### config.mk
export PLATFORM = sky130hd
export DESIGN_NAME = armed_slew_limited_drive_command_flat
export DESIGN_NICKNAME = d
export VERILOG_FILES = /design/src/sv/asldc_pkg.sv /design/src/sv/asldc_in_if.sv /design/src/sv/asldc_out_if.sv /design/src/sv/armed_slew_limited_drive_command.sv /design/src/flat_wrapper.sv
export SDC_FILE = /design/constraint.sdc
export NUM_CORES = 2
export LEC_CHECK = 0
export BUFFER_PORTS_ARGS = -buffer_cell sky130_fd_sc_hd__buf_2
export CORE_UTILIZATION = 60
export CTS_CLUSTER_DIAMETER = 30
export DETAILED_ROUTE_END_ITERATION = 8
export PLACE_DENSITY = 0.88
export SETUP_SLACK_MARGIN = 0.1
export SLEW_MARGIN = 25
export SYNTH_ARGS = -nofsm -noshare
export SYNTH_HDL_FRONTEND = slang
export SYNTH_SLANG_ARGS = --single-unit
export TNS_END_PERCENT = 5
### constraint.sdc
create_clock -name i_clk -period 15.25 [get_ports i_clk]
set_input_delay 4.575 -clock i_clk [delete_from_list [all_inputs] [get_ports i_clk]]
set_output_delay 4.575 -clock i_clk [all_outputs]
set_load 0.02 [all_outputs]
### src/sv/asldc_pkg.sv
// Package for the armed slew-limited drive command block.
// Holds word types, fixed-point constants and register addresses; no dependencies.
package asldc_pkg;

    localparam int unsigned CMD_W     = 15;  // unsigned command width
    localparam int unsigned STEER_W   = 16;  // signed steering width
    localparam int unsigned RATE_W    = 12;  // Q4.8 rate width
    localparam int unsigned DT_IN_W   = 16;  // raw elapsed width
    localparam int unsigned DT_W      = 13;  // saturated elapsed width
    localparam int unsigned PROD_W    = RATE_W + DT_W;
    localparam int unsigned STEP_SH   = 10;
    localparam int unsigned STEP_W    = PROD_W - STEP_SH;
    localparam int unsigned ACC_W     = 18;  // signed working width of the ramps
    localparam int unsigned PADDR_W   = 5;
    localparam int unsigned PDATA_W   = 32;

    localparam logic [CMD_W-1:0]   FULL_SCALE  = CMD_W'(16384);
    localparam logic [DT_W-1:0]    ELAPSED_MAX = DT_W'(6554);
    localparam logic [RATE_W-1:0]  BRAKE_RELEASE_RATE = RATE_W'(1792);

    // register indexes (paddr[4:2])
    localparam logic [2:0] REG_THR_LIMIT  = 3'd0;
    localparam logic [2:0] REG_BRK_LIMIT  = 3'd1;
    localparam logic [2:0] REG_STEER_LIM  = 3'd2;
    localparam logic [2:0] REG_THR_RISE   = 3'd3;
    localparam logic [2:0] REG_THR_FALL   = 3'd4;
    localparam logic [2:0] REG_BRK_RISE   = 3'd5;
    localparam logic [2:0] REG_STEER_RATE = 3'd6;
    localparam logic [2:0] REG_STEER_RET  = 3'd7;

    // register reset values
    localparam logic [CMD_W-1:0]  RST_THR_LIMIT  = CMD_W'(16384);
    localparam logic [CMD_W-1:0]  RST_BRK_LIMIT  = CMD_W'(16384);
    localparam logic [CMD_W-1:0]  RST_STEER_LIM  = CMD_W'(16384);
    localparam logic [RATE_W-1:0] RST_THR_RISE   = RATE_W'(384);
    localparam logic [RATE_W-1:0] RST_THR_FALL   = RATE_W'(768);
    localparam logic [RATE_W-1:0] RST_BRK_RISE   = RATE_W'(1280);
    localparam logic [RATE_W-1:0] RST_STEER_RATE = RATE_W'(640);
    localparam logic [RATE_W-1:0] RST_STEER_RET  = RATE_W'(1024);

    typedef struct packed {
        logic               accel_pressed;
        logic               slow_pressed;
        logic               left_pressed;
        logic               right_pressed;
        logic               emergency_pressed;
        logic               arm_pressed;
        logic               quit_pressed;
        logic [DT_IN_W-1:0] elapsed;
    } t_in_word;

    typedef struct packed {
        logic [CMD_W-1:0]          throttle_out;
        logic [CMD_W-1:0]          brake_out;
        logic signed [STEER_W-1:0] steer_out;
        logic                      armed_out;
        logic                      exit_out;
    } t_out_word;

endpackage

### src/sv/asldc_in_if.sv
// Input channel carrying one control tick word.
// Depends on asldc_pkg.
interface asldc_in_if import asldc_pkg::*; ();
    logic     valid;
    logic     ready;
    t_in_word data;

    modport source (output valid, output data, input ready);
    modport sink   (input valid, input data, output ready);
endinterface

### src/sv/asldc_out_if.sv
// Output channel carrying one drive command word.
// Depends on asldc_pkg.
interface asldc_out_if import asldc_pkg::*; ();
    logic      valid;
    logic      ready;
    t_out_word data;

    modport source (output valid, output data, input ready);
    modport sink   (input valid, input data, output ready);
endinterface

### src/sv/armed_slew_limited_drive_command.sv
// Armed slew-limited drive command: an accepted word goes into the input register, then into the
// level state, which is the result word; throughput one word per cycle while the result side takes words.
// Stage 1 is the input register; stage 2 is the level state, which is the result word.
// Reset (i_rst_n low, synchronous) disarms, clears exit, sets throttle 0,
// brake full, steering centre, and restores every register to its default.
// Depends on asldc_pkg, asldc_in_if, asldc_out_if.
module armed_slew_limited_drive_command
    import asldc_pkg::*;
#(
    parameter logic [RATE_W-1:0] RELEASE_RATE = BRAKE_RELEASE_RATE
)
(
    input  logic               i_clk,
    input  logic               i_rst_n,
    asldc_in_if.sink           i_cmd,
    asldc_out_if.source        o_res,
    input  logic               psel,
    input  logic               penable,
    input  logic               pwrite,
    input  logic [PADDR_W-1:0] paddr,
    input  logic [PDATA_W-1:0] pwdata,
    output logic [PDATA_W-1:0] prdata,
    output logic               pready
);

    // ---------------------------------------------------------------------
    // Register file
    // ---------------------------------------------------------------------
    logic [CMD_W-1:0]  r_thr_limit, r_brk_limit, r_steer_lim;
    logic [RATE_W-1:0] r_thr_rise, r_thr_fall, r_brk_rise, r_steer_rate, r_steer_ret;
    logic              cfg_wr;
    logic [2:0]        cfg_idx;

    assign pready  = 1'b1;
    assign cfg_idx = paddr[4:2];
    assign cfg_wr  = psel && penable && pwrite;

    always_ff @(posedge i_clk) begin
        if (!i_rst_n) begin
            r_thr_limit  <= RST_THR_LIMIT;
            r_brk_limit  <= RST_BRK_LIMIT;
            r_steer_lim  <= RST_STEER_LIM;
            r_thr_rise   <= RST_THR_RISE;
            r_thr_fall   <= RST_THR_FALL;
            r_brk_rise   <= RST_BRK_RISE;
            r_steer_rate <= RST_STEER_RATE;
            r_steer_ret  <= RST_STEER_RET;
        end else if (cfg_wr) begin
            case (cfg_idx)
                REG_THR_LIMIT:  r_thr_limit  <= pwdata[CMD_W-1:0];
                REG_BRK_LIMIT:  r_brk_limit  <= pwdata[CMD_W-1:0];
                REG_STEER_LIM:  r_steer_lim  <= pwdata[CMD_W-1:0];
                REG_THR_RISE:   r_thr_rise   <= pwdata[RATE_W-1:0];
                REG_THR_FALL:   r_thr_fall   <= pwdata[RATE_W-1:0];
                REG_BRK_RISE:   r_brk_rise   <= pwdata[RATE_W-1:0];
                REG_STEER_RATE: r_steer_rate <= pwdata[RATE_W-1:0];
                REG_STEER_RET:  r_steer_ret  <= pwdata[RATE_W-1:0];
                default: ;
            endcase
        end
    end

    always_comb begin
        case (cfg_idx)
            REG_THR_LIMIT:  prdata = PDATA_W'(r_thr_limit);
            REG_BRK_LIMIT:  prdata = PDATA_W'(r_brk_limit);
            REG_STEER_LIM:  prdata = PDATA_W'(r_steer_lim);
            REG_THR_RISE:   prdata = PDATA_W'(r_thr_rise);
            REG_THR_FALL:   prdata = PDATA_W'(r_thr_fall);
            REG_BRK_RISE:   prdata = PDATA_W'(r_brk_rise);
            REG_STEER_RATE: prdata = PDATA_W'(r_steer_rate);
            REG_STEER_RET:  prdata = PDATA_W'(r_steer_ret);
            default:        prdata = '0;
        endcase
    end

    // ---------------------------------------------------------------------
    // Handshake: stage 1 holds an accepted word; it moves into the level
    // state whenever the result stage is empty or its word is being taken.
    // ---------------------------------------------------------------------
    logic     r_in_valid, r_out_valid;
    t_in_word r_in;
    logic     advance, fire;

    assign advance     = !r_out_valid || o_res.ready;
    assign fire        = r_in_valid && advance;
    assign i_cmd.ready = !r_in_valid || advance;

    always_ff @(posedge i_clk) begin
        if (!i_rst_n) begin
            r_in_valid  <= 1'b0;
            r_out_valid <= 1'b0;
        end else begin
            if (i_cmd.ready) r_in_valid <= i_cmd.valid;
            if (advance)     r_out_valid <= r_in_valid;
        end
    end

    always_ff @(posedge i_clk) begin
        if (i_cmd.valid && i_cmd.ready) r_in <= i_cmd.data;
    end

    // ---------------------------------------------------------------------
    // Ramp helpers
    // ---------------------------------------------------------------------
    function automatic logic [CMD_W-1:0] limit_of(input logic [CMD_W-1:0] raw);
        return (raw > FULL_SCALE) ? FULL_SCALE : raw;
    endfunction

    // step = (rate * dt) >> 10, one 12x13 multiply per ramp
    function automatic logic [STEP_W-1:0] step_of(input logic [RATE_W-1:0] rate,
                                                  input logic [DT_W-1:0] dt);
        logic [PROD_W-1:0] prod;
        prod = PROD_W'(rate) * PROD_W'(dt);
        return prod[PROD_W-1:STEP_SH];
    endfunction

    // move cur toward tgt by at most d, never overshooting
    function automatic logic signed [ACC_W-1:0] approach(input logic signed [ACC_W-1:0] cur,
                                                         input logic signed [ACC_W-1:0] tgt,
                                                         input logic [STEP_W-1:0] d);
        logic signed [ACC_W-1:0] ds, v;
        ds = $signed(ACC_W'(d));
        if (cur < tgt) begin
            v = cur + ds;
            return (v < tgt) ? v : tgt;
        end else begin
            v = cur - ds;
            return (v > tgt) ? v : tgt;
        end
    endfunction

    function automatic logic signed [ACC_W-1:0] from_u(input logic [CMD_W-1:0] x);
        return $signed(ACC_W'(x));
    endfunction

    // ---------------------------------------------------------------------
    // Control state and levels
    // ---------------------------------------------------------------------
    logic                      r_armed, r_arm_prev, r_quit_prev, r_exit;
    logic [CMD_W-1:0]          r_thr, r_brk;
    logic signed [STEER_W-1:0] r_steer;

    logic                      n_armed, n_exit;
    logic [CMD_W-1:0]          n_thr, n_brk;
    logic signed [STEER_W-1:0] n_steer;

    logic                      arm_edge, quit_edge, armed_tog, active, braking, steer_side;
    logic [DT_W-1:0]           dt;
    logic [CMD_W-1:0]          thr_base, brk_base, steer_mag;
    logic [RATE_W-1:0]         thr_rate, brk_rate, st_rate;
    logic signed [ACC_W-1:0]   thr_tgt, brk_tgt, st_tgt, thr_new, brk_new, st_new;

    always_comb begin
        // elapsed saturates at about 0.1 s
        dt = (r_in.elapsed > DT_IN_W'(ELAPSED_MAX)) ? ELAPSED_MAX : r_in.elapsed[DT_W-1:0];

        // arm edge toggles first and resets throttle and brake; quit then disarms
        arm_edge  = r_in.arm_pressed && !r_arm_prev;
        quit_edge = r_in.quit_pressed && !r_quit_prev;
        armed_tog = r_armed ^ arm_edge;
        thr_base  = arm_edge ? '0 : r_thr;
        brk_base  = arm_edge ? (armed_tog ? '0 : FULL_SCALE) : r_brk;
        n_armed   = armed_tog && !quit_edge;
        n_exit    = r_exit || quit_edge;
        active    = n_armed && !n_exit;

        // throttle: rise toward limit only while accel held and no braking
        braking  = r_in.emergency_pressed || r_in.slow_pressed;
        if (!braking && r_in.accel_pressed) begin
            thr_tgt  = from_u(limit_of(r_thr_limit));
            thr_rate = r_thr_rise;
        end else begin
            thr_tgt  = '0;
            thr_rate = r_thr_fall;
        end
        thr_new = approach(from_u(thr_base), thr_tgt, step_of(thr_rate, dt));

        // brake: held button ramps up to its limit, otherwise release
        if (r_in.slow_pressed) begin
            brk_tgt  = from_u(limit_of(r_brk_limit));
            brk_rate = r_brk_rise;
        end else begin
            brk_tgt  = '0;
            brk_rate = RELEASE_RATE;
        end
        brk_new = approach(from_u(brk_base), brk_tgt, step_of(brk_rate, dt));

        // steering: a single side held (armed, not exited, nonzero limit) targets that side, else centre
        steer_mag  = limit_of(r_steer_lim);
        steer_side = active && (r_in.left_pressed != r_in.right_pressed)
                     && (steer_mag != '0);
        if (steer_side) begin
            st_tgt  = r_in.left_pressed ? -from_u(steer_mag) : from_u(steer_mag);
            st_rate = r_steer_rate;
        end else begin
            st_tgt  = '0;
            st_rate = r_steer_ret;
        end
        st_new = approach(ACC_W'(r_steer), st_tgt, step_of(st_rate, dt));

        if (!active) begin
            n_thr = '0;
            n_brk = FULL_SCALE;
        end else begin
            n_thr = thr_new[CMD_W-1:0];
            n_brk = r_in.emergency_pressed ? FULL_SCALE : brk_new[CMD_W-1:0];
        end
        n_steer = st_new[STEER_W-1:0];
    end

    always_ff @(posedge i_clk) begin
        if (!i_rst_n) begin
            r_armed     <= 1'b0;
            r_arm_prev  <= 1'b0;
            r_quit_prev <= 1'b0;
            r_exit      <= 1'b0;
            r_thr       <= '0;
            r_brk       <= FULL_SCALE;
            r_steer     <= '0;
        end else if (fire) begin
            r_armed     <= n_armed;
            r_arm_prev  <= r_in.arm_pressed;
            r_quit_prev <= r_in.quit_pressed;
            r_exit      <= n_exit;
            r_thr       <= n_thr;
            r_brk       <= n_brk;
            r_steer     <= n_steer;
        end
    end

    // levels stay in range, so the state itself is the result word
    assign o_res.valid             = r_out_valid;
    assign o_res.data.throttle_out = r_thr;
    assign o_res.data.brake_out    = r_brk;
    assign o_res.data.steer_out    = r_steer;
    assign o_res.data.armed_out    = r_armed;
    assign o_res.data.exit_out     = r_exit;

endmodule
### src/flat_wrapper.sv
// flat-port wrapper written by rule: the top's interface ports become plain ports
module armed_slew_limited_drive_command_flat import asldc_pkg::*;
#(
    parameter logic [RATE_W-1:0] RELEASE_RATE = BRAKE_RELEASE_RATE
)
  (i_clk, i_rst_n, psel, penable, pwrite, paddr, pwdata, prdata, pready, i_cmd_valid, i_cmd_data, i_cmd_ready, o_res_valid, o_res_data, o_res_ready);
  asldc_in_if i_cmd_i ();
  asldc_out_if o_res_i ();
  input  logic i_clk;
  input  logic i_rst_n;
  input  logic psel;
  input  logic penable;
  input  logic pwrite;
  input  logic [PADDR_W-1:0] paddr;
  input  logic [PDATA_W-1:0] pwdata;
  output logic [PDATA_W-1:0] prdata;
  output logic pready;
  input wire logic [$bits(i_cmd_i.valid)-1:0] i_cmd_valid;
  input wire logic [$bits(i_cmd_i.data)-1:0] i_cmd_data;
  output wire logic [$bits(i_cmd_i.ready)-1:0] i_cmd_ready;
  output wire logic [$bits(o_res_i.valid)-1:0] o_res_valid;
  output wire logic [$bits(o_res_i.data)-1:0] o_res_data;
  input wire logic [$bits(o_res_i.ready)-1:0] o_res_ready;
  assign i_cmd_i.valid = i_cmd_valid;
  assign i_cmd_i.data = i_cmd_data;
  assign i_cmd_ready = i_cmd_i.ready;
  assign o_res_valid = o_res_i.valid;
  assign o_res_data = o_res_i.data;
  assign o_res_i.ready = o_res_ready;
  armed_slew_limited_drive_command #(.RELEASE_RATE(RELEASE_RATE)) u_core (.i_clk(i_clk), .i_rst_n(i_rst_n), .i_cmd(i_cmd_i), .o_res(o_res_i), .psel(psel), .penable(penable), .pwrite(pwrite), .paddr(paddr), .pwdata(pwdata), .prdata(prdata), .pready(pready));
endmodule
==> out/qor.yml <==
power:
  p_leak_nw: 15.5
  ir_drop_mv: 0.0941
  powerDensity_nw_per_um2: 70.0
floorplanning:
  die_h_um: 229
  die_x_um: 229
  start_util_pct: 61.2
  coreArea_um2: 50400
  fp-row-count: 82
  ios: 150
  die-area_um2: 52300
critical_path:
  arrival_ps: 13440
  ff2ff_path_depth: 47
  reg2reg_from: "u_core.r_steer_lim[14]"
  r2r-end: "u_core.r_steer[15]"
  cpMaxStageDelayCell: "inv_1"
  crit_fanout: 28
  r2r_setup_slack_ps: 2250
  startpoint_type: "register"
  criticalPathCategory: "reg -> reg"
  cpMostUsedCell: "inv_1"
  cp-end-kind: "register"
  cp.required_ps: 15690
  critical-path-max-stage-delay_ps: 750
layout:
  layout.nets: 4613
  drive_above_1_share_pct: 6.37
  num_antenna_cells: 0
  final_util_pct: 64.3
  area_growth_pct: 5.00
grt:
  grt_pass1_vias: 26787
  grt-ovfl-total: 0
  grt_antenna_before_repair: 0
  grt_use_total_pct: 33.6
  grt_pass1_wl_mm: 140
  grt_max_degree: 111
synth:
  synthAdderAreaFrac_pct: 38.3
  synth_cell_types: 89
  synth_cells: 3814
  synth-seq-cells: 180
  yosysSeqAreaShare_pct: 12.4
  synth_top_family_by_area: "adder cells"
  ys_async_sr_fraction_pct: 0
  synth_top_flop_cell: "dfxtp_1"
  synthMuxAreaShare_pct: 3.11
  synth-simple-area-share_pct: 18.9
  synth_edf_count: 23
  avgSynthCellArea_um2: 8.08
  synth-compound-area-share_pct: 14.0
  synthXorXnorAreaFrac_pct: 3.77
  syn_area_um2: 30800
  ys_warn_count: 0
sta:
  finalSetupViolCount: 0
  finalSetupTns_ps: 0
  finalClockSkew_ps: 18.2
  worst_hold_slack_ps: 472
  period_share_pct: 85.3
  finalMaxSlewViolations: 0
  fmax_ghz: 0.0769
  rsz0062_at_grt: "false"
  min_period_ps: 13000
  max_slew_margin_pct: 32.5
  tightest_slew_ps: 1010
  hold_viol_final: 0
worst_hold_path:
  hp-start: "u_core.r_quit_prev"
  hp-class: "reg -> reg"
  hold-path-endpoint: "u_core.r_quit_prev"
  hold_depth: 2
drt:
  dr.pass1.iters: 8
  drtIter0Drc: 2962
  vias: 27275
  viasPerCell: 6.08
  drc: 0
  wirelength_mm: 87.5
  final_antenna_net_count: 0
  wl_per_cell_um: 19.5
cts:
  postCtsSetupRepairBufs: 0
  cts.sinks: 180
  cts_inserted_buffers: 17
  worstSkewPairLatency_ps: 490
  path_clk_slew_ps: 80
  cts_hold_buffers: 0
  cts-resized-gates: 0
  tritoncts: "done"
  cts-root-buf: "clkbuf_16"
  htreeDepth: 4
  clk_path_buf_depth: 2
placed_design:
  port_buffers: 112
  place.gp.congestion: 0.989
  dp_hpwl_mm: 68.6
run:
  cap_violations: 0
run_status:
  status: "finished clean"
cell usage in the layout (no fill, tap or decap), types with 19 or more instances in the layout:
master,netlist,layout
a211oi_1,19,19
a21boi_0,71,69
a21o_1,50,50
a21oi_1,142,142
a221oi_1,21,21
a22o_1,19,19
and2_1,60,60
buf_2,7,112
buf_4,22,36
dfxtp_1,157,157
edfxtp_1,23,23
fa_1,333,333
ha_1,411,411
inv_1,551,551
mux2i_1,71,71
nand2_1,646,646
nand2b_1,36,36
nand3_1,40,40
nand4_1,33,33
nor2_1,285,283
nor2b_1,76,76
nor3_1,38,37
o21a_1,32,32
o21ai_0,86,86
o21bai_1,21,21
xnor2_1,85,85
xor2_1,46,46
final cells by class:
type / instances / area (µm²)
repair buffers: 149 / 856
fillers: 4122 / 18000
multi-input cells: 2903 / 24200
clock inverters: 13 / 168
well taps: 672 / 841
inverters: 551 / 2070
clock buffers: 19 / 433
flip-flops and latches: 180 / 3830
registers in the layout, indices dropped and copies added, names as in the netlist, 12 cells and up:
register	count
u_core.r_thr	15
u_core.r_steer_lim	15
u_core.r_brk_limit	15
u_core.r_brk_rise	12
u_core.r_steer	16
u_core.r_thr_fall	12
u_core.r_brk	15
u_core.r_thr_rise	12
u_core.r_steer_ret	12
u_core.r_steer_rate	12
u_core.r_in	23
u_core.r_thr_limit	15
Yosys cell counts, types with 71 or more instances:
cell type  instances  share of area [%]
fa_1             333                 22
nand2_1          646                7.9
mux2i_1           71                2.3
clkbuf_1         154                1.9
nor2_1           285                3.5
o21ai_0           86                1.4
nor2b_1           76                1.5
dfxtp_1          157                 10
xnor2_1           85                2.4
ha_1             411                 17
a21boi_0          71                1.7
inv_1            551                6.7
a21oi_1          142                2.3
power breakdown:
part / total [mW] / internal (mW) / switching, mW
sequential: 0.515 / 0.493 / 0.0218
combinational: 1.28 / 0.497 / 0.781
clock: 0.474 / 0.235 / 0.239
critical path: cells and delay by family (launching register included):
kind                       cells  cell delay (ps)
and+or+nand+nor               13             2930
AOI/OAI and AO/OA             18             4670
DFF                            1              380
buffers and inverters          6             1150
xor gates and xnor gates       1              190
adders and majority gates      9             3570
stage by stage:
| step | instance area, µm² | instances | power (mW) | worst slack (ps) |
|---|---|---|---|---|
| after global routing | 32400 | 4487 | 2.42 | 1310 |
| after global placement | 31700 | 4454 | 1.73 | 2700 |
| after floorplan | 30900 | 3830 | 1.47 | 4380 |
| after CTS | 32300 | 4486 | 2.24 | 2440 |
| after detailed placement | 31700 | 4454 | 1.76 | 2480 |
| final | 32400 | 4487 | 2.27 | 2250 |
cell families after synthesis:
| group | after synthesis |
|---|---|
| AND/OR/NAND/NOR | 1306 |
| other | 2 |
| buffers and inverters | 747 |
| flip-flops | 180 |
| AO/OA/AOI/OAI | 613 |
| XOR/XNOR | 132 |
| multiplexers | 90 |
| adder cells (fa/ha/maj) | 744 |
layer usage:
metal	vias to the layer above	GRT usage (%)	share of wire, %
met4	0	14.1	4.5
met1	13019	42.9	38
met2	1545	54.2	46
li1	12410	-	-
met5	-	0	0
met3	301	8.22	12
worst max path at each step:
stage                                 startpoint            endpoint  slack, ps  cells after the start
after detailed placement  u_core.r_steer_lim[14]  u_core.r_steer[15]       2480                     47
after global routing      u_core.r_steer_lim[14]   u_core.r_steer[1]       1310                     46
after floorplan                         paddr[3]           prdata[4]       4380                      7
final                     u_core.r_steer_lim[14]  u_core.r_steer[15]       2250                     47
after global placement    u_core.r_steer_lim[14]  u_core.r_steer[15]       2700                     47
after CTS                 u_core.r_steer_lim[14]  u_core.r_steer[15]       2440                     46
(Power assumes the default switching activity.)
